`src/design/page_frame_bitmap_allocator_core_defines.svh`:
```
// Assertion macros shared by the page frame allocator RTL.
`ifndef PAGE_FRAME_BITMAP_ALLOCATOR_CORE_DEFINES_SVH
`define PAGE_FRAME_BITMAP_ALLOCATOR_CORE_DEFINES_SVH

// The consequent must hold in the same cycle as the antecedent.
`define PFBA_ASSERT_IMP(name, clk, rst, ante, cons, msg) \
  name: assert property (@(posedge clk) disable iff (rst) (ante) |-> (cons)) \
    else $error(msg);

// The consequent must hold in the cycle after the antecedent.
`define PFBA_ASSERT_NXT(name, clk, rst, ante, cons, msg) \
  name: assert property (@(posedge clk) disable iff (rst) (ante) |=> (cons)) \
    else $error(msg);

`endif

```
`src/design/pfba_pkg.sv`:
```
// Shared constants, types and helper functions of the page frame allocator.
package pfba_pkg;

  localparam int MAX_PAGES  = 4096;
  localparam int PAGE_BYTES = 4096;

  localparam int ADDR_W    = 32;
  localparam int PAGE_BITS = $clog2(PAGE_BYTES);
  localparam int PN_W      = ADDR_W - PAGE_BITS;
  localparam int WORD_BITS = 64;
  localparam int BIT_W     = $clog2(WORD_BITS);
  localparam int ROWS      = (MAX_PAGES + WORD_BITS - 1) / WORD_BITS;
  localparam int ROW_W     = (ROWS > 1) ? $clog2(ROWS) : 1;
  localparam int ROWS_P2   = 1 << ROW_W;
  localparam int IDX_W     = ROW_W + BIT_W;
  localparam int PG_W      = $clog2(MAX_PAGES + 1);
  localparam int RCNT_W    = $clog2(ROWS + 1);
  localparam int MEM_ROWS  = 2 * ROWS_P2;
  localparam int MEM_AW    = ROW_W + 1;

  localparam int CMD_W       = 3;
  localparam int STATUS_W    = 3;
  localparam int IN_TDATA_W  = 40;
  localparam int OUT_TDATA_W = 40;
  localparam int CFG_DATA_W  = 32;
  localparam int APB_AW      = 4;
  localparam int CFG_REGS    = 4;

  localparam logic [CMD_W-1:0] CMD_EXISTS   = 3'd0;
  localparam logic [CMD_W-1:0] CMD_RESERVED = 3'd1;
  localparam logic [CMD_W-1:0] CMD_RESERVE  = 3'd2;
  localparam logic [CMD_W-1:0] CMD_FREE     = 3'd3;
  localparam logic [CMD_W-1:0] CMD_ALLOC    = 3'd4;

  localparam logic [STATUS_W-1:0] ST_OK               = 3'd0;
  localparam logic [STATUS_W-1:0] ST_NOT_FOUND        = 3'd1;
  localparam logic [STATUS_W-1:0] ST_ALREADY_RESERVED = 3'd2;
  localparam logic [STATUS_W-1:0] ST_ALREADY_FREE     = 3'd3;
  localparam logic [STATUS_W-1:0] ST_MISALIGNED       = 3'd4;
  localparam logic [STATUS_W-1:0] ST_NO_FRAME         = 3'd5;

  localparam logic [1:0] CFG_A_START = 2'd0;
  localparam logic [1:0] CFG_A_LEN   = 2'd1;
  localparam logic [1:0] CFG_B_START = 2'd2;
  localparam logic [1:0] CFG_B_LEN   = 2'd3;

  // Region B is searched first, so it takes the lower half of the bitmap memory.
  localparam logic REG_B = 1'b0;
  localparam logic REG_A = 1'b1;

  typedef enum logic [2:0] {
    S_IDLE,
    S_LOCATE,
    S_MODIFY,
    S_SCAN,
    S_PICK,
    S_DONE
  } state_t;

  typedef struct packed {
    logic [PN_W:0]     spn;    // first page number, may equal 2^PN_W
    logic [PG_W-1:0]   pages;
    logic [RCNT_W-1:0] rows;   // bitmap words that hold pages
  } geo_t;

  typedef struct packed {
    logic                 rd_en;
    logic                 wr_en;
    logic [MEM_AW-1:0]    addr;
    logic [WORD_BITS-1:0] wdata;
  } mem_req_t;

  function automatic logic [BIT_W-1:0] lowest_set(input logic [WORD_BITS-1:0] v);
    logic [BIT_W-1:0] r;
    r = '0;
    for (int i = WORD_BITS - 1; i >= 0; i--) begin
      if (v[i]) r = BIT_W'(i);
    end
    return r;
  endfunction

  function automatic logic [ROW_W-1:0] first_row(input logic [ROWS-1:0] v);
    logic [ROW_W-1:0] r;
    r = '0;
    for (int i = ROWS - 1; i >= 0; i--) begin
      if (v[i]) r = ROW_W'(i);
    end
    return r;
  endfunction

endpackage

```
`src/design/pfba_cfg.sv`:
```
// Region registers on the APB port and the derived page geometry of both regions.
module pfba_cfg (
  input  logic                             clk,
  input  logic                             rst,
  input  logic                             psel,
  input  logic                             penable,
  input  logic                             pwrite,
  input  logic [pfba_pkg::APB_AW-1:0]      paddr,
  input  logic [pfba_pkg::CFG_DATA_W-1:0]  pwdata,
  output logic [pfba_pkg::CFG_DATA_W-1:0]  prdata,
  output logic                             pready,
  output pfba_pkg::geo_t                   geo_b,
  output pfba_pkg::geo_t                   geo_a,
  output logic                             clear
);

  localparam int PB  = pfba_pkg::PAGE_BITS;
  localparam int PNW = pfba_pkg::PN_W;
  localparam int PGW = pfba_pkg::PG_W;

  logic [pfba_pkg::CFG_DATA_W-1:0] regs [pfba_pkg::CFG_REGS];
  logic                            wr;

  // Round the start up to a page, drop the skipped bytes from the length, keep whole
  // pages, and cap the count by the table size and by the top of the address space.
  function automatic pfba_pkg::geo_t shape(input logic [31:0] start, input logic [31:0] len);
    logic           rem_nz;
    logic [PB:0]    skip;
    logic [PNW:0]   spn;
    logic [PNW:0]   room;
    logic [PNW:0]   raw;
    logic [PNW:0]   lim;
    logic [31:0]    net;
    logic [PGW:0]   rsum;
    pfba_pkg::geo_t g;
    rem_nz = |start[PB-1:0];
    spn    = {1'b0, start[31:PB]} + (PNW+1)'(rem_nz);
    skip   = rem_nz ? ((PB+1)'(pfba_pkg::PAGE_BYTES) - {1'b0, start[PB-1:0]}) : '0;
    net    = len - 32'(skip);
    raw    = (len >= 32'(skip)) ? {1'b0, net[31:PB]} : '0;
    room   = {1'b1, {PNW{1'b0}}} - spn;
    lim    = (raw < room) ? raw : room;
    if (lim > (PNW+1)'(pfba_pkg::MAX_PAGES)) begin
      lim = (PNW+1)'(pfba_pkg::MAX_PAGES);
    end
    g.spn   = spn;
    g.pages = PGW'(lim);
    rsum    = {1'b0, g.pages} + (PGW+1)'(pfba_pkg::WORD_BITS - 1);
    g.rows  = pfba_pkg::RCNT_W'(rsum >> pfba_pkg::BIT_W);
    return g;
  endfunction

  assign wr     = psel & penable & pwrite;
  assign pready = 1'b1;
  assign prdata = regs[paddr[3:2]];
  // Any region write empties both bitmaps at the same edge.
  assign clear  = wr;

  always_ff @(posedge clk) begin
    if (rst) begin
      for (int i = 0; i < pfba_pkg::CFG_REGS; i++) begin
        regs[i] <= '0;
      end
      geo_b <= '0;
      geo_a <= '0;
    end else begin
      if (wr) begin
        regs[paddr[3:2]] <= pwdata;
      end
      geo_b <= shape(regs[pfba_pkg::CFG_B_START], regs[pfba_pkg::CFG_B_LEN]);
      geo_a <= shape(regs[pfba_pkg::CFG_A_START], regs[pfba_pkg::CFG_A_LEN]);
    end
  end

endmodule

```
`config.mk`:
```
export PLATFORM = sky130hd
export DESIGN_NAME = pfba_cfg
export DESIGN_NICKNAME = d
export VERILOG_FILES = /design/src/design/page_frame_bitmap_allocator_core_defines.svh /design/src/design/pfba_pkg.sv /design/src/design/pfba_cfg.sv
export SDC_FILE = /design/constraint.sdc
export NUM_CORES = 1
export LEC_CHECK = 0
export ABC_AREA = 1
export ABC_CLOCK_PERIOD_IN_PS = 16400
export BUFFER_PORTS_ARGS = -buffer_cell sky130_fd_sc_hd__buf_2
export CAP_MARGIN = 10
export CORE_ASPECT_RATIO = 0.6
export CORE_MARGIN = 2
export CORE_UTILIZATION = 65
export DETAILED_ROUTE_END_ITERATION = 8
export GPL_ROUTABILITY_DRIVEN = 1
export PLACE_DENSITY = 0.87
export SETUP_SLACK_MARGIN = 0.5
export SYNTH_ARGS = -nofsm -noshare
export SYNTH_HDL_FRONTEND = slang
export SYNTH_SLANG_ARGS = --single-unit
```
`constraint.sdc`:
```
create_clock -name clk -period 16.4 [get_ports clk]
set_input_delay 2.46 -clock clk [delete_from_list [all_inputs] [get_ports clk]]
set_output_delay 2.46 -clock clk [all_outputs]
set_load 0.02 [all_outputs]
```
==> summary.txt <==
Outcome
  • Status: finished, final reports clean

STA
  • Final hold violation count: 0
  • Setup Total Neg Slack: 0 ns
  • Post-route worst setup slack: 9.05 ns
  • Final setup vio count: 0
  • Slew Viols, Final: 0
  • Worst slew pin tran: between 0.9 and 1 ns
  • RSZ-0062 raised after global routing: false
  • Final min period: 7.35 ns
  • Max Clock Freq: 0.136 GHz
  • Clock Skew: 0.0181 ns
  • Slew Limit Headroom: 0.382
  • Period utilisation layout: 0.448

Pwr
  • Pwr Total: ~1400 µW
  • Max VDD drop: around 0.000093 V
  • Pleak: between 0.007 and 0.008 µW
  • Power per Cell Area: 88.0 mW/mm²

Critical path
  • Data required, critical path: ~14 ns
  • Crit path capture type: output pin
  • Largest delay contributor family on the critical path: buffers and inverters
  • Worst Path Max Fanout: 72
  • Crit path max-delay cell type: buf_2
  • WP buf/inv: 4
  • Crit-path cells: buf_2, inv_2, buf_4, o21ai_0, a21oi_1, a21oi_1, buf_2
  • Worst EP arrival: a little under 5 ns
  • Setup crit start: paddr[2]
  • R2r endpoint: geo_a[4]
  • Critical Path End: prdata[28]
  • Critical Path Stages: 7
  • Reg2Reg Setup Slack: ~9.1 ns
  • Worst setup path category: input pin to output pin
  • CP startpoint kind: input pin
  • Crit path largest cell delay: roughly 0.7 ns
  • Start of the worst register-to-register path: regs[0][0]
  • Worst r2r path cells: a little over 40

Yosys
  • Synth cell types: 53
  • Async set-reset flop share out of synthesis: 0
  • FF+latch count, synth: 210
  • Synth area leader: edfxtp_1
  • Synth warnings: 0
  • Cell area after synthesis: roughly 0.014 mm²
  • Syn Area/Cell: roughly 7 µm²
  • Main flop type after synthesis: edfxtp_1
  • Share of the synthesized area in the top cell type: 0.268
  • Top cells by count, synth: 429 x nor2_1, 398 x nand2_1, 262 x inv_1, 128 x edfxtp_1, 113 x nand3_1
  • Seq/Total Area, Yosys: 0.382
  • Post-synthesis cell count: approximately 2000
  • Number of flops mapped to enable cells by yosys: between 100 and 150
  • Top post-synthesis cells by area: edfxtp_1 27%, dfxtp_1 11%, nor2_1 11%
  • Cell with the most instances after synthesis: nor2_1

Clock network
  • CTS hold repair buffers: 0
  • CTS tree: done
  • # clock sinks: 210
  • Clk slew on worst S/H paths: approximately 0.060 ns
  • Clock Path Buffers: 3
  • Max H-tree Level: 1
  • Clk root buf: clkbuf_16
  • Post_cts resized: 0
  • CTS buffer count: 21
  • Postcts setup bufs: 0
  • Clk Latency, worst-skew pair: around 0.53 ns

Global route
  • Antenna violations before repair: 1
  • Global-route wire length before repair: 69.2 mm
  • GRT Overall Usage: 0.381
  • Vias in the first global route: 13100
  • Largest net degree at the start of global routing: 73
  • Gr ovfl total: 0

Finish
  • Fill cells: between 1500 and 2000
  • Area Growth Syn to Fin: 11.8%
  • Share of layout cells above drive strength 1: 0.137
  • Final #Nets: between 2000 and 2500
  • Post-route design area: ~0.016 mm²

Place
  • Post-DP HPWL: between 30 and 40 mm
  • Placed cell area: 0.0154 mm²
  • Pre-CTS WS: about 9 ns
  • IO buf count: 153
  • Placer congestion estimate: 1.01

Die
  • Die Y: approximately 120 µm
  • # rows: 42
  • Die width: roughly 200 µm
  • Starting Density: 0.657
  • Io pins: between 150 and 200
  • Core area: approximately 0.022 mm²
  • Full die area: 0.0233 mm²

Route
  • First drt pass iteration count: 8
  • Routed via count: around 14000
  • Number of vias per cell: just under 6
  • DR WL/cell: roughly 18 µm
  • DR DRC count: 0
  • Drt total wl: 44.4 mm
  • DRT iter0 DRCs: about 1900
  • Final ANT Viol Nets: 0

Hold path
  • Worst Hold Class: register to register
  • Worst Hold Depth: 2

Run
  • Max Cap Viol: 0
cell type report:
cell class	count	area [µm²]	area share
inverters	271	1020	0.0633
diodes	1	2.50	0.000156
well taps	286	358	0.0223
flip-flops and latches	210	5490	0.341
multi-input cells	1486	7650	0.476
repair buffers	164	848	0.0528
clock buffers	28	596	0.0371
clock inverters	9	104	0.00647
report_power, final:
part / switching [µW] / internal (µW) / leakage [µW]
registers: 31.0 / 587 / 0.00190
logic: 209 / 90.2 / 0.00545
clock network: 210 / 288 / 0.000341
total: 450 / 965 / 0.00769
cells in the final DEF (no fill, tap or decap), types with 7 or more instances in the layout:
master and n:
o22ai_1 14, o21ai_0 111, xnor2_1 12, a21oi_1 101, ha_1 72, nand3_2 11, nand4_1 34, nand2_1 398
nand3_1 113, o21bai_1 7, clkbuf_16 22, nor3_1 38, nor2_2 12, inv_2 9, xor2_1 29, edfxtp_1 128
nand2_2 27, dfxtp_1 82, nor2_4 9, buf_4 11, nor2_1 429, nand3b_1 8, buf_2 153, inv_1 261
worst register-to-register path: cells and delay by family (launching register included):
family	cells	cell delay, ns
AND/OR/NAND/NOR	28	4.53
XOR/XNOR	1	0.41
flip-flops	1	0.43
adder cells (fa/ha/maj)	4	0.87
AO/OA/AOI/OAI	5	0.80
buffers and inverters	3	0.21
state kept, by name (all words and copies together) (netlist names):
signal,count
geo_a,41
geo_b,41
regs,128
kinds of logic (layout without fill, tap and decap cells):
group,count (synthesis),in the layout,share of synthesized area
fa+ha+maj,72,72,0.0627
other cells,1,4,0.000261
flops,210,210,0.382
xor+xnor,43,43,0.0280
buf+inv,320,472,0.0870
simple gates,1116,1116,0.346
compound gates,252,252,0.0945
layer usage:
| metal | wire [µm] | global-route usage | part of all wire |
|---|---|---|---|
| met5 | 0 | 0 | 0 |
| met4 | 1180 | 0.0942 | 0.027 |
| met3 | 6640 | 0.106 | 0.15 |
| met2 | 18200 | 0.554 | 0.41 |
| met1 | 18400 | 0.561 | 0.41 |
metrics by stage:
stage / std cells / utilization / hold slack [ns]
floorplan: 2016 / - / 0.576
global route: 2455 / 0.735 / 0.694
finish: 2455 / 0.735 / 0.654
global placement: 2417 / 0.703 / 0.642
CTS: 2454 / 0.735 / 0.658
detailed placement: 2417 / 0.703 / 0.621
worst min path at each step:
stage / from / endpoint
finish: regs[2][26] / geo_b[34]
global placement: regs[2][26] / geo_b[34]
floorplan: regs[2][26] / geo_b[34]
global route: regs[2][26] / geo_b[34]
detailed placement: regs[2][26] / geo_b[34]
CTS: regs[2][26] / geo_b[34]
(Power assumes the default switching activity.)
