==> config.mk <==
export PLATFORM = sky130hd
export DESIGN_NAME = pfba_ctrl
export DESIGN_NICKNAME = d
export VERILOG_FILES = /design/src/design/pfba_pkg.sv /design/src/design/pfba_ctrl.sv
export VERILOG_INCLUDE_DIRS = /design/src /design/src/design
export SDC_FILE = /design/constraint.sdc
export NUM_CORES = 1
export LEC_CHECK = 0
export ABC_AREA = 0
export BUFFER_PORTS_ARGS = -buffer_cell sky130_fd_sc_hd__buf_4
export CAP_MARGIN = 25
export CORE_MARGIN = 2
export CORE_UTILIZATION = 44
export DETAILED_ROUTE_END_ITERATION = 6
export PLACE_DENSITY = 0.7
export SLEW_MARGIN = 25
export SYNTH_ARGS = -nofsm -noshare
export SYNTH_HDL_FRONTEND = slang
export SYNTH_SLANG_ARGS = --single-unit
==> constraint.sdc <==
create_clock -name clk -period 12.25 [get_ports clk]
set_clock_uncertainty 0.15 [all_clocks]
set_input_delay 0.6125 -clock clk [delete_from_list [all_inputs] [get_ports clk]]
set_output_delay 0.6125 -clock clk [all_outputs]
set_load 0.01 [all_outputs]
==> src/design/page_frame_bitmap_allocator_core_defines.svh <==
// Assertion macros shared by the page frame allocator RTL.
`ifndef PAGE_FRAME_BITMAP_ALLOCATOR_CORE_DEFINES_SVH
`define PAGE_FRAME_BITMAP_ALLOCATOR_CORE_DEFINES_SVH

// The consequent must hold in the same cycle as the antecedent.
`define PFBA_ASSERT_IMP(name, clk, rst, ante, cons, msg) \
  name: assert property (@(posedge clk) disable iff (rst) (ante) |-> (cons)) \
    else $error(msg);

// The consequent must hold in the cycle after the antecedent.
`define PFBA_ASSERT_NXT(name, clk, rst, ante, cons, msg) \
  name: assert property (@(posedge clk) disable iff (rst) (ante) |=> (cons)) \
    else $error(msg);

`endif

==> src/design/pfba_pkg.sv <==
// Shared constants, types and helper functions of the page frame allocator.
package pfba_pkg;

  localparam int MAX_PAGES  = 4096;
  localparam int PAGE_BYTES = 4096;

  localparam int ADDR_W    = 32;
  localparam int PAGE_BITS = $clog2(PAGE_BYTES);
  localparam int PN_W      = ADDR_W - PAGE_BITS;
  localparam int WORD_BITS = 64;
  localparam int BIT_W     = $clog2(WORD_BITS);
  localparam int ROWS      = (MAX_PAGES + WORD_BITS - 1) / WORD_BITS;
  localparam int ROW_W     = (ROWS > 1) ? $clog2(ROWS) : 1;
  localparam int ROWS_P2   = 1 << ROW_W;
  localparam int IDX_W     = ROW_W + BIT_W;
  localparam int PG_W      = $clog2(MAX_PAGES + 1);
  localparam int RCNT_W    = $clog2(ROWS + 1);
  localparam int MEM_ROWS  = 2 * ROWS_P2;
  localparam int MEM_AW    = ROW_W + 1;

  localparam int CMD_W       = 3;
  localparam int STATUS_W    = 3;
  localparam int IN_TDATA_W  = 40;
  localparam int OUT_TDATA_W = 40;
  localparam int CFG_DATA_W  = 32;
  localparam int APB_AW      = 4;
  localparam int CFG_REGS    = 4;

  localparam logic [CMD_W-1:0] CMD_EXISTS   = 3'd0;
  localparam logic [CMD_W-1:0] CMD_RESERVED = 3'd1;
  localparam logic [CMD_W-1:0] CMD_RESERVE  = 3'd2;
  localparam logic [CMD_W-1:0] CMD_FREE     = 3'd3;
  localparam logic [CMD_W-1:0] CMD_ALLOC    = 3'd4;

  localparam logic [STATUS_W-1:0] ST_OK               = 3'd0;
  localparam logic [STATUS_W-1:0] ST_NOT_FOUND        = 3'd1;
  localparam logic [STATUS_W-1:0] ST_ALREADY_RESERVED = 3'd2;
  localparam logic [STATUS_W-1:0] ST_ALREADY_FREE     = 3'd3;
  localparam logic [STATUS_W-1:0] ST_MISALIGNED       = 3'd4;
  localparam logic [STATUS_W-1:0] ST_NO_FRAME         = 3'd5;

  localparam logic [1:0] CFG_A_START = 2'd0;
  localparam logic [1:0] CFG_A_LEN   = 2'd1;
  localparam logic [1:0] CFG_B_START = 2'd2;
  localparam logic [1:0] CFG_B_LEN   = 2'd3;

  // Region B is searched first, so it takes the lower half of the bitmap memory.
  localparam logic REG_B = 1'b0;
  localparam logic REG_A = 1'b1;

  typedef enum logic [2:0] {
    S_IDLE,
    S_LOCATE,
    S_MODIFY,
    S_SCAN,
    S_PICK,
    S_DONE
  } state_t;

  typedef struct packed {
    logic [PN_W:0]     spn;    // first page number, may equal 2^PN_W
    logic [PG_W-1:0]   pages;
    logic [RCNT_W-1:0] rows;   // bitmap words that hold pages
  } geo_t;

  typedef struct packed {
    logic                 rd_en;
    logic                 wr_en;
    logic [MEM_AW-1:0]    addr;
    logic [WORD_BITS-1:0] wdata;
  } mem_req_t;

  function automatic logic [BIT_W-1:0] lowest_set(input logic [WORD_BITS-1:0] v);
    logic [BIT_W-1:0] r;
    r = '0;
    for (int i = WORD_BITS - 1; i >= 0; i--) begin
      if (v[i]) r = BIT_W'(i);
    end
    return r;
  endfunction

  function automatic logic [ROW_W-1:0] first_row(input logic [ROWS-1:0] v);
    logic [ROW_W-1:0] r;
    r = '0;
    for (int i = ROWS - 1; i >= 0; i--) begin
      if (v[i]) r = ROW_W'(i);
    end
    return r;
  endfunction

endpackage

==> src/design/pfba_ctrl.sv <==
// Command sequencer: locates pages, runs read-modify-write and the allocation search.
`include "page_frame_bitmap_allocator_core_defines.svh"

module pfba_ctrl (
  input  logic                                 clk,
  input  logic                                 rst,
  input  logic                                 s_tvalid,
  output logic                                 s_tready,
  input  logic [pfba_pkg::IN_TDATA_W-1:0]      s_tdata,
  output logic                                 m_tvalid,
  input  logic                                 m_tready,
  output logic [pfba_pkg::OUT_TDATA_W-1:0]     m_tdata,
  input  pfba_pkg::geo_t                       geo_b,
  input  pfba_pkg::geo_t                       geo_a,
  output pfba_pkg::mem_req_t                   req,
  input  logic [pfba_pkg::WORD_BITS-1:0]       rdata,
  input  logic [pfba_pkg::MEM_ROWS-1:0]        full
);

  localparam int PNW = pfba_pkg::PN_W;
  localparam int IW  = pfba_pkg::IDX_W;
  localparam int BW  = pfba_pkg::BIT_W;

  pfba_pkg::state_t                  state, state_next;
  logic [pfba_pkg::CMD_W-1:0]        cmd, cmd_next;
  logic [pfba_pkg::ADDR_W-1:0]       addr, addr_next;
  logic                              region, region_next;
  logic [IW-1:0]                     idx, idx_next;
  logic [pfba_pkg::STATUS_W-1:0]     status, status_next;
  logic                              answer, answer_next;
  logic [pfba_pkg::ADDR_W-1:0]       frame, frame_next;
  logic                              out_valid;
  logic [pfba_pkg::OUT_TDATA_W-1:0]  out_data;
  logic                              out_load;

  pfba_pkg::geo_t                    g_cur;
  logic [PNW-1:0]                    apn;
  logic [PNW:0]                      off_b, off_a;
  logic                              hit_b, hit_a, loc_hit, loc_reg;
  logic [IW-1:0]                     loc_idx;
  logic                              misaligned;
  logic [pfba_pkg::ROWS-1:0]         full_reg, rowmask, cand;
  logic [BW-1:0]                     pick_bit;
  logic [IW-1:0]                     pick_idx;
  logic                              pick_ok;
  logic [PNW:0]                      frame_pn;
  logic                              cur_bit;

  assign g_cur = (region == pfba_pkg::REG_A) ? geo_a : geo_b;

  // Page lookup against both regions; region B wins where they overlap.
  assign apn     = addr[pfba_pkg::ADDR_W-1:pfba_pkg::PAGE_BITS];
  assign off_b   = {1'b0, apn} - geo_b.spn;
  assign off_a   = {1'b0, apn} - geo_a.spn;
  assign hit_b   = ({1'b0, apn} >= geo_b.spn) && (off_b < (PNW+1)'(geo_b.pages));
  assign hit_a   = ({1'b0, apn} >= geo_a.spn) && (off_a < (PNW+1)'(geo_a.pages));
  assign loc_hit = hit_b | hit_a;
  assign loc_reg = hit_b ? pfba_pkg::REG_B : pfba_pkg::REG_A;
  assign loc_idx = hit_b ? IW'(off_b) : IW'(off_a);

  assign misaligned = |addr[pfba_pkg::PAGE_BITS-1:0];

  // Search: the first word of the region that holds pages and is not full.
  assign full_reg = (region == pfba_pkg::REG_A) ? full[pfba_pkg::ROWS_P2 +: pfba_pkg::ROWS]
                                                : full[0 +: pfba_pkg::ROWS];
  always_comb begin
    for (int w = 0; w < pfba_pkg::ROWS; w++) begin
      rowmask[w] = pfba_pkg::RCNT_W'(w) < g_cur.rows;
    end
  end
  assign cand = ~full_reg & rowmask;

  assign pick_bit = pfba_pkg::lowest_set(~rdata);
  assign pick_idx = {idx[IW-1:BW], pick_bit};
  assign pick_ok  = 32'(pick_idx) < 32'(g_cur.pages);
  assign frame_pn = g_cur.spn + (PNW+1)'(pick_idx);
  assign cur_bit  = rdata[idx[BW-1:0]];

  always_ff @(posedge clk) begin
    if (rst) begin
      state     <= pfba_pkg::S_IDLE;
      out_valid <= 1'b0;
    end else begin
      state <= state_next;
      if (out_load) begin
        out_valid <= 1'b1;
      end else if (m_tready) begin
        out_valid <= 1'b0;
      end
    end
  end

  always_ff @(posedge clk) begin
    cmd    <= cmd_next;
    addr   <= addr_next;
    region <= region_next;
    idx    <= idx_next;
    status <= status_next;
    answer <= answer_next;
    frame  <= frame_next;
    if (out_load) begin
      out_data <= {4'b0, frame, answer, status};
    end
  end

  always_comb begin
    state_next  = state;
    cmd_next    = cmd;
    addr_next   = addr;
    region_next = region;
    idx_next    = idx;
    status_next = status;
    answer_next = answer;
    frame_next  = frame;
    s_tready    = 1'b0;
    out_load    = 1'b0;
    req         = '0;

    case (state)
      pfba_pkg::S_IDLE: begin
        s_tready = 1'b1;
        if (s_tvalid) begin
          cmd_next   = s_tdata[2:0];
          addr_next  = s_tdata[34:3];
          state_next = pfba_pkg::S_LOCATE;
        end
      end

      pfba_pkg::S_LOCATE: begin
        status_next = pfba_pkg::ST_OK;
        answer_next = 1'b0;
        frame_next  = '0;
        state_next  = pfba_pkg::S_DONE;
        if (cmd <= pfba_pkg::CMD_FREE && misaligned) begin
          status_next = pfba_pkg::ST_MISALIGNED;
        end else begin
          case (cmd)
            pfba_pkg::CMD_EXISTS: begin
              answer_next = loc_hit;
            end
            pfba_pkg::CMD_RESERVED, pfba_pkg::CMD_RESERVE, pfba_pkg::CMD_FREE: begin
              if (loc_hit) begin
                region_next = loc_reg;
                idx_next    = loc_idx;
                req.rd_en   = 1'b1;
                req.addr    = {loc_reg, loc_idx[IW-1:BW]};
                state_next  = pfba_pkg::S_MODIFY;
              end else if (cmd == pfba_pkg::CMD_RESERVED) begin
                // A page outside both regions counts as reserved.
                answer_next = 1'b1;
              end else begin
                status_next = pfba_pkg::ST_NOT_FOUND;
              end
            end
            pfba_pkg::CMD_ALLOC: begin
              region_next = pfba_pkg::REG_B;
              state_next  = pfba_pkg::S_SCAN;
            end
            default: begin
            end
          endcase
        end
      end

      pfba_pkg::S_MODIFY: begin
        state_next = pfba_pkg::S_DONE;
        req.addr   = {region, idx[IW-1:BW]};
        case (cmd)
          pfba_pkg::CMD_RESERVED: begin
            answer_next = cur_bit;
          end
          pfba_pkg::CMD_RESERVE: begin
            if (cur_bit) begin
              status_next = pfba_pkg::ST_ALREADY_RESERVED;
            end else begin
              req.wr_en = 1'b1;
              req.wdata = rdata | (pfba_pkg::WORD_BITS'(1) << idx[BW-1:0]);
            end
          end
          pfba_pkg::CMD_FREE: begin
            if (!cur_bit) begin
              status_next = pfba_pkg::ST_ALREADY_FREE;
            end else begin
              req.wr_en = 1'b1;
              req.wdata = rdata & ~(pfba_pkg::WORD_BITS'(1) << idx[BW-1:0]);
            end
          end
          default: begin
          end
        endcase
      end

      pfba_pkg::S_SCAN: begin
        if (|cand) begin
          idx_next   = {pfba_pkg::first_row(cand), {BW{1'b0}}};
          req.rd_en  = 1'b1;
          req.addr   = {region, pfba_pkg::first_row(cand)};
          state_next = pfba_pkg::S_PICK;
        end else if (region == pfba_pkg::REG_B) begin
          region_next = pfba_pkg::REG_A;
        end else begin
          status_next = pfba_pkg::ST_NO_FRAME;
          state_next  = pfba_pkg::S_DONE;
        end
      end

      pfba_pkg::S_PICK: begin
        req.addr = {region, idx[IW-1:BW]};
        if (pick_ok) begin
          req.wr_en   = 1'b1;
          req.wdata   = rdata | (pfba_pkg::WORD_BITS'(1) << pick_bit);
          frame_next  = {frame_pn[PNW-1:0], {pfba_pkg::PAGE_BITS{1'b0}}};
          status_next = pfba_pkg::ST_OK;
          state_next  = pfba_pkg::S_DONE;
        end else if (region == pfba_pkg::REG_B) begin
          // The lowest free bit lies past the region's last page: try region A.
          region_next = pfba_pkg::REG_A;
          state_next  = pfba_pkg::S_SCAN;
        end else begin
          status_next = pfba_pkg::ST_NO_FRAME;
          state_next  = pfba_pkg::S_DONE;
        end
      end

      pfba_pkg::S_DONE: begin
        if (!out_valid || m_tready) begin
          out_load   = 1'b1;
          state_next = pfba_pkg::S_IDLE;
        end
      end

      default: begin
        state_next = pfba_pkg::S_IDLE;
      end
    endcase
  end

  assign m_tvalid = out_valid;
  assign m_tdata  = out_data;

  `PFBA_ASSERT_IMP(a_wr_in_update, clk, rst, req.wr_en, state == pfba_pkg::S_MODIFY || state == pfba_pkg::S_PICK, "bitmap written outside an update step")
  `PFBA_ASSERT_IMP(a_no_rd_wr, clk, rst, req.wr_en, !req.rd_en, "bitmap read and written in one cycle")
  `PFBA_ASSERT_NXT(a_accept_locate, clk, rst, s_tvalid && s_tready, state == pfba_pkg::S_LOCATE, "accepted beat not followed by lookup")
  `PFBA_ASSERT_IMP(a_frame_aligned, clk, rst, out_valid, out_data[pfba_pkg::PAGE_BITS+3:4] == '0, "frame address not page aligned")

endmodule

==> results of run 1 <==
[state kept, by name (all words and copies together) (netlist names)]
| signal | count |
|---|---|
| status | 3 |
| idx | 12 |
| state | 3 |
| answer | 1 |
| frame | 20 |
| m_tdata | 24 |
| region | 1 |
| m_tvalid | 1 |
| cmd | 3 |
| addr | 32 |
[logic make-up after synthesis]
logic type | after synthesis | synth area share, %
xor gates and xnor gates | 41 | 2.50
other | 1 | 0.0261
buffers and inverters | 214 | 6.49
DFF | 100 | 20.6
AOI/OAI and AO/OA | 631 | 29.4
and+or+nand+nor | 641 | 21.9
muxes | 132 | 11.1
adders and majority gates | 89 | 7.89
[layer usage]
metal  up-vias  part of all wire (%)  wire (um)  global-route usage [%]
li1       7690                     -          -                       -
met4         0                   3.9       2250                    12.2
met5         -                     0          0                       0
met1      7822                    41      23700                    43.5
met3       153                   8.8       5140                    4.76
met2       961                    47      27200                    53.9
[metrics by stage]
| step | hold slack (ns) | area (um2) | cells | worst slack (ns) |
|---|---|---|---|---|
| 6_report | 0.269 | 18000 | 2634 | 4.38 |
| 5_1_grt | 0.259 | 18000 | 2634 | 4.10 |
| 4_1_cts | 0.266 | 18000 | 2631 | 4.58 |
| 3_5_place_dp | 0.255 | 17600 | 2615 | 4.61 |
| 3_3_place_gp | 0.254 | 17600 | 2615 | 4.62 |
| 2_1_floorplan | 0.250 | 14400 | 1864 | 6.76 |
[worst max path at each step]
stage	startpoint	endpoint	slack [ns]	cells after the start
floorplan	region$_SDFFCE_PP1P_	req[21]	6.76	21
global placement	rdata[42]	req[23]	4.62	20
detailed placement	rdata[43]	req[23]	4.61	20
CTS	rdata[43]	req[23]	4.58	20
global route	rdata[43]	req[23]	4.10	20
finish	rdata[43]	req[23]	4.38	20
[final cells by class]
class	count	share of cell area (%)
Multi-Input combinational cell	1550	58.6
Inverter	101	2.10
Sequential cell	100	16.4
Clock inverter	7	0.576
Clock buffer	9	1.25
Timing Repair Buffer	425	17.9
Tap cell	442	3.07
[power breakdown]
group	internal (uW)	switching (uW)
Sequential	451	27.3
Combinational	372	529
Clock	183	146
Total	1010	702
[critical path, cell delays in order]
cell,delay [ns]
buf_4,0.14
nand4_1,0.22
or4_1,0.53
or3_1,0.37
o21a_1,0.26
nand2_1,0.48
inv_1,0.28
ha_1,0.28
a21o_1,0.15
a21o_1,0.17
a21o_1,0.17
a21oi_1,0.13
nor2_1,0.05
a211oi_1,0.46
o21ai_2,0.21
a21oi_4,0.18
buf_4,0.60
nand3_1,0.87
o31ai_1,0.68
buf_4,0.21
[cells in the final DEF, fill, tap and decap left out, types with 16 or more instances in the layout]
| master | netlist | routed |
|---|---|---|
| conb_1 | 1 | 16 |
| a21oi_1 | 93 | 92 |
| nand2_1 | 164 | 163 |
| mux4_2 | 20 | 20 |
| ha_1 | 85 | 85 |
| mux2i_1 | 96 | 96 |
| o31ai_1 | 18 | 18 |
| buf_4 | 22 | 422 |
| nor4_1 | 23 | 23 |
| inv_1 | 101 | 101 |
| a21o_1 | 19 | 19 |
| o211a_1 | 28 | 28 |
| xnor2_1 | 22 | 22 |
| xor2_1 | 19 | 19 |
| nand4_1 | 32 | 32 |
| a31oi_1 | 22 | 22 |
| edfxtp_1 | 96 | 96 |
| nand2b_1 | 28 | 28 |
| nor2b_1 | 33 | 32 |
| nor3_1 | 45 | 45 |
| nand3_1 | 47 | 47 |
| o21ai_0 | 189 | 188 |
| o211ai_1 | 85 | 85 |
| nor2_1 | 171 | 170 |
==> impl_metrics.env, run 1 <==
export IMPL_slew_headroom_pct=35.9
export IMPL_tns_ns=0
export IMPL_powerDensity_nw_per_um2=94.7
export IMPL_start_util_pct=44.4
export IMPL_outcome="finished with violations"
export IMPL_fin_crit_sh_pct=64.3
export IMPL_syn_instance_count=1849
export IMPL_synth_seq_cells=100
export IMPL_synth_top_cells_by_area="edfxtp_1, ha_1, mux2i_1"
export IMPL_rsz0062_at_grt="no"
export IMPL_hold_path_class="in2reg"
export IMPL_crit_fanout=71
export IMPL_ant_nets=0
export IMPL_rr_startpoint="addr[13]$_DFFE_PP_"
export IMPL_synth_area_um2=14400
export IMPL_postCtsSetupRepairBufs=0
export IMPL_synth_common_cells="o21ai_0, nor2_1, nand2_1, inv_1"
export IMPL_reg2reg_slack_ns=5.73
export IMPL_synth_top_area_share_pct=20.1
export IMPL_clkTransAtPathRegs_ns=0.08
export IMPL_regArea_um2=2960
export IMPL_synth_ff_type="edfxtp_1"
export IMPL_post_cts_resized=0
export IMPL_hpwl_mm=46.5
export IMPL_clock_fmax_mhz=127
export IMPL_drt_total_wl_mm=58.3
export IMPL_finalHoldViolCount=0
export IMPL_cp_end_kind="primary output"
export IMPL_min_from="s_tdata[24]"
export IMPL_period_needed_ns=7.87
export IMPL_die_h_um=185
export IMPL_first_global_vias=15300
export IMPL_rows=66
export IMPL_drtIter0Drc=1611
export IMPL_drive_gt1_share_pct=23.5
export IMPL_ir_worst_vdd_v=0.0000757
export IMPL_numCtsBuffers=9
export IMPL_dieWidth_um=185
export IMPL_p_leak_uw=0.00804
export IMPL_dr_pass1_iters=7
export IMPL_core_area_um2=32400
export IMPL_path_class="in2out"
export IMPL_grt_pass1_wl_mm=86.6
export IMPL_async_flop_share_pct=0
export IMPL_clk_insertion_delay_late_ns=0.36
export IMPL_final_core_util_pct=55.7
export IMPL_multi_input_area_um2=10600
export IMPL_whs_endpoint="addr[21]$_DFFE_PP_"
export IMPL_grt_antenna_before_repair=0
export IMPL_overflow=0
export IMPL_ctsHoldBuffers=0
export IMPL_route_detailed_drc=12
export IMPL_synthToLayoutAreaGrowth_pct=25.5
export IMPL_rr_endpoint="idx[2]$_SDFFCE_PP0P_"
export IMPL_clk_path_buf_depth=2
export IMPL_max_cap_violations=0
export IMPL_routed_via_density=6.31
export IMPL_synth_seq_area_share_pct=20.6
export IMPL_maxSlewViolCount=0
export IMPL_n_fill_cell=3098
export IMPL_synth_edf_count=96
export IMPL_syn_avg_cell_area_um2=7.77
export IMPL_startpoint_type="primary input"
export IMPL_nets=2593
export IMPL_gp_congestion=1.01
export IMPL_cts_tree="yes"
export IMPL_cts_root_buf="clkbuf_16"
export IMPL_r2r_cells=18
export IMPL_violations="DRC"
export IMPL_ys_types=87
export IMPL_ys_warn_count=0
export IMPL_total_power_uw=1710
export IMPL_min_path_cells=1
export IMPL_worstPathRequired_ns=11.49
export IMPL_io_buffers=411
export IMPL_vias=16600
export IMPL_ioPinCount=433
export IMPL_antenna_cells=0
export IMPL_cp_data_arrival_time_ns=7.11
export IMPL_dieArea_um2=34100
export IMPL_synth_most_common_cell="o21ai_0"
export IMPL_track_usage_pct=32.7
export IMPL_grt_max_degree=86
export IMPL_finalSetupViolations=0
export IMPL_worst_pin_slew_ns=0.961
export IMPL_clock_sinks=100
export IMPL_yosys_area_top_type="edfxtp_1"
export IMPL_wl_per_cell_um=22.1
export IMPL_htreeDepth=3
Power figures use the tool's default switching activity.
==> run 2: changes to the inputs <==
--- a/config.mk
+++ b/config.mk
@@ -6,7 +6,7 @@
 export SDC_FILE = /design/constraint.sdc
 export NUM_CORES = 1
 export LEC_CHECK = 0
-export ABC_AREA = 0
+export ABC_AREA = 1
 export BUFFER_PORTS_ARGS = -buffer_cell sky130_fd_sc_hd__buf_4
 export CAP_MARGIN = 25
 export CORE_MARGIN = 2
==> constraint.sdc (replaced) <==
create_clock -name clk -period 7.75 [get_ports clk]
set_clock_uncertainty 0.15 [all_clocks]
set_input_delay 0.3875 -clock clk [delete_from_list [all_inputs] [get_ports clk]]
set_output_delay 0.3875 -clock clk [all_outputs]
set_load 0.01 [all_outputs]
==> impl_metrics.env, run 2 <==
export IMPL_clk_path_buf_depth=2
export IMPL_async_flop_share_pct=0
export IMPL_powerDensity_nw_per_um2=138
export IMPL_nets=3061
export IMPL_startpoint_type="primary input"
export IMPL_cp_data_arrival_time_ns=6.60
export IMPL_grt_antenna_before_repair=0
export IMPL_worst_pin_slew_ns=1.06
export IMPL_crit_slowest_cell="o21ai_0"
export IMPL_io_buffers=411
export IMPL_ctsHoldBuffers=0
export IMPL_cts_tree="yes"
export IMPL_clock_sinks=100
export IMPL_reg2reg_slack_ns=1.63
export IMPL_ys_warn_count=0
export IMPL_synth_area_um2=13800
export IMPL_rows=64
export IMPL_crit_fanout=5
export IMPL_drtIter0Drc=1993
export IMPL_drive_gt1_share_pct=18.7
export IMPL_ant_nets=0
export IMPL_rr_endpoint="status[2]$_DFFE_PP_"
export IMPL_dp_slack_ns=1.10
export IMPL_period_needed_ns=6.54
export IMPL_finalSetupViolations=0
export IMPL_whs_endpoint="addr[5]$_DFFE_PP_"
export IMPL_clock_fmax_mhz=153
export IMPL_fin_crit_sh_pct=84.3
export IMPL_worstPathRequired_ns=7.81
export IMPL_yosys_area_top_type="edfxtp_1"
export IMPL_dieArea_um2=32900
export IMPL_cp_end_kind="register"
export IMPL_syn_instance_count=2294
export IMPL_slew_headroom_pct=29.2
export IMPL_outcome="finished clean"
export IMPL_synth_top_cells_by_area="edfxtp_1, nand2_1, nor2_1"
export IMPL_final_common_cell="nand2_1"
export IMPL_rsz0062_at_grt="no"
export IMPL_routed_via_density=5.81
export IMPL_clk_insertion_delay_late_ns=0.36
export IMPL_min_from="s_tdata[8]"
export IMPL_ir_worst_vdd_v=0.000127
export IMPL_antenna_cells=0
export IMPL_drt_total_wl_mm=61.7
export IMPL_path_class="in2reg"
export IMPL_htreeDepth=3
export IMPL_cts_root_buf="clkbuf_16"
export IMPL_total_power_uw=2410
export IMPL_mostFrequentLayoutCells="nand2_1, buf_4, nor2_1, inv_1, o21ai_0"
export IMPL_clkTransAtPathRegs_ns=0.09
export IMPL_dieWidth_um=181
export IMPL_cpPeakStageDelay_ns=0.32
export IMPL_ys_types=58
export IMPL_dp_cells=3039
export IMPL_top_register="addr"
export IMPL_largest_reg_flops=32
export IMPL_r2r_cells=20
export IMPL_finalNonFillerCells=3056
export IMPL_vias=17800
export IMPL_post_cts_resized=0
export IMPL_postCtsSetupRepairBufs=0
export IMPL_dr_pass1_iters=6
export IMPL_tns_ns=0
export IMPL_ioPinCount=433
export IMPL_min_path_cells=1
export IMPL_crit_start="rdata[63]"
export IMPL_synth_ff_type="edfxtp_1"
export IMPL_grt_pass1_wl_mm=93.0
export IMPL_max_cap_violations=0
export IMPL_route_detailed_drc=0
export IMPL_hpwl_mm=49.4
export IMPL_synth_edf_count=96
export IMPL_layout_setup_ws_ns=1.21
export IMPL_track_usage_pct=36.2
export IMPL_overflow=0
export IMPL_hold_path_class="in2reg"
export IMPL_die_h_um=181
export IMPL_gp_congestion=0.978
export IMPL_finalHoldViolCount=0
export IMPL_start_util_pct=45.0
export IMPL_maxSlewViolCount=0
export IMPL_synth_seq_cells=100
export IMPL_rr_startpoint="region$_SDFFCE_PP1P_"
export IMPL_syn_avg_cell_area_um2=6.03
export IMPL_synth_top_area_share_pct=20.9
export IMPL_synthToLayoutAreaGrowth_pct=26.9
export IMPL_wl_per_cell_um=20.2
export IMPL_first_global_vias=16400
export IMPL_numCtsBuffers=9
export IMPL_core_area_um2=30700
export IMPL_cp_common_cell="nand2_1"
export IMPL_p_leak_uw=0.00868
export IMPL_synth_most_common_cell="nand2_1"
export IMPL_synth_seq_area_share_pct=21.4
export IMPL_grt_max_degree=89
export IMPL_synth_common_cells="nand2_1, nor2_1, inv_1, o21ai_0, a21oi_1"
[run 2: report_power, final]
group          switching (uW)  leakage [uW]  internal (uW)
logic                     779       0.00759            462
clock network             238      0.000151            232
registers                27.9      0.000933            675
total                    1050       0.00868           1370
[run 2: metal layers]
| layer | track usage (%) | wire (um) | share of wire, % |
|---|---|---|---|
| met1 | 49.2 | 25000 | 41 |
| met2 | 58.9 | 27600 | 45 |
| met3 | 5.36 | 6630 | 11 |
| met4 | 11.9 | 2400 | 3.9 |
| met5 | 0 | 0 | 0 |
[run 2: per-stage QoR]
step / area, um2 / utilization [%] / hold slack [ns]
5_1_grt: 17500 / 57.0 / 0.0352
3_5_place_dp: 17200 / 55.9 / 0.255
2_1_floorplan: 13900 / - / 0.250
3_3_place_gp: 17200 / 55.9 / 0.251
6_report: 17500 / 57.0 / 0.0418
4_1_cts: 17500 / 56.9 / 0.0396
[run 2: cell families after synthesis]
logic type	Yosys count	share of synthesized area (%)
xor+xnor	33	2.09
buf+inv	383	11.1
fa+ha+maj	88	8.13
simple gates	1152	34.1
mux	9	0.652
flops	100	21.4
other cells	1	0.0271
compound gates	528	22.5
[run 2: final cells by class]
type,instances,area (um2)
clock inverter,7,83.8
tap,396,495
clock buffer,9,225
inverter,285,1070
multi-input combinational,1826,9420
timing repair buffer,433,3280
fill,3113,13200
sequential,100,2960
[run 2: worst max-delay path by stage]
stage                                   end  slack [ns]  cells past startpoint
finish              frame[30]$_SDFFCE_PP0P_        1.21                     90
floorplan           frame[28]$_SDFFCE_PP0P_        1.67                     36
detailed placement  frame[30]$_SDFFCE_PP0P_        1.10                     90
CTS                                 req[64]        1.37                     71
global placement    frame[28]$_SDFFCE_PP0P_        1.15                     89
global route        frame[30]$_SDFFCE_PP0P_        0.35                     90
[run 2: critical path: cells and delay by family]
kind                       cells  cell delay [ns]
AOI/OAI and AO/OA              4             0.89
adders and majority gates      2             0.35
buffers and inverters          8             0.63
and+or+nand+nor               76             4.28
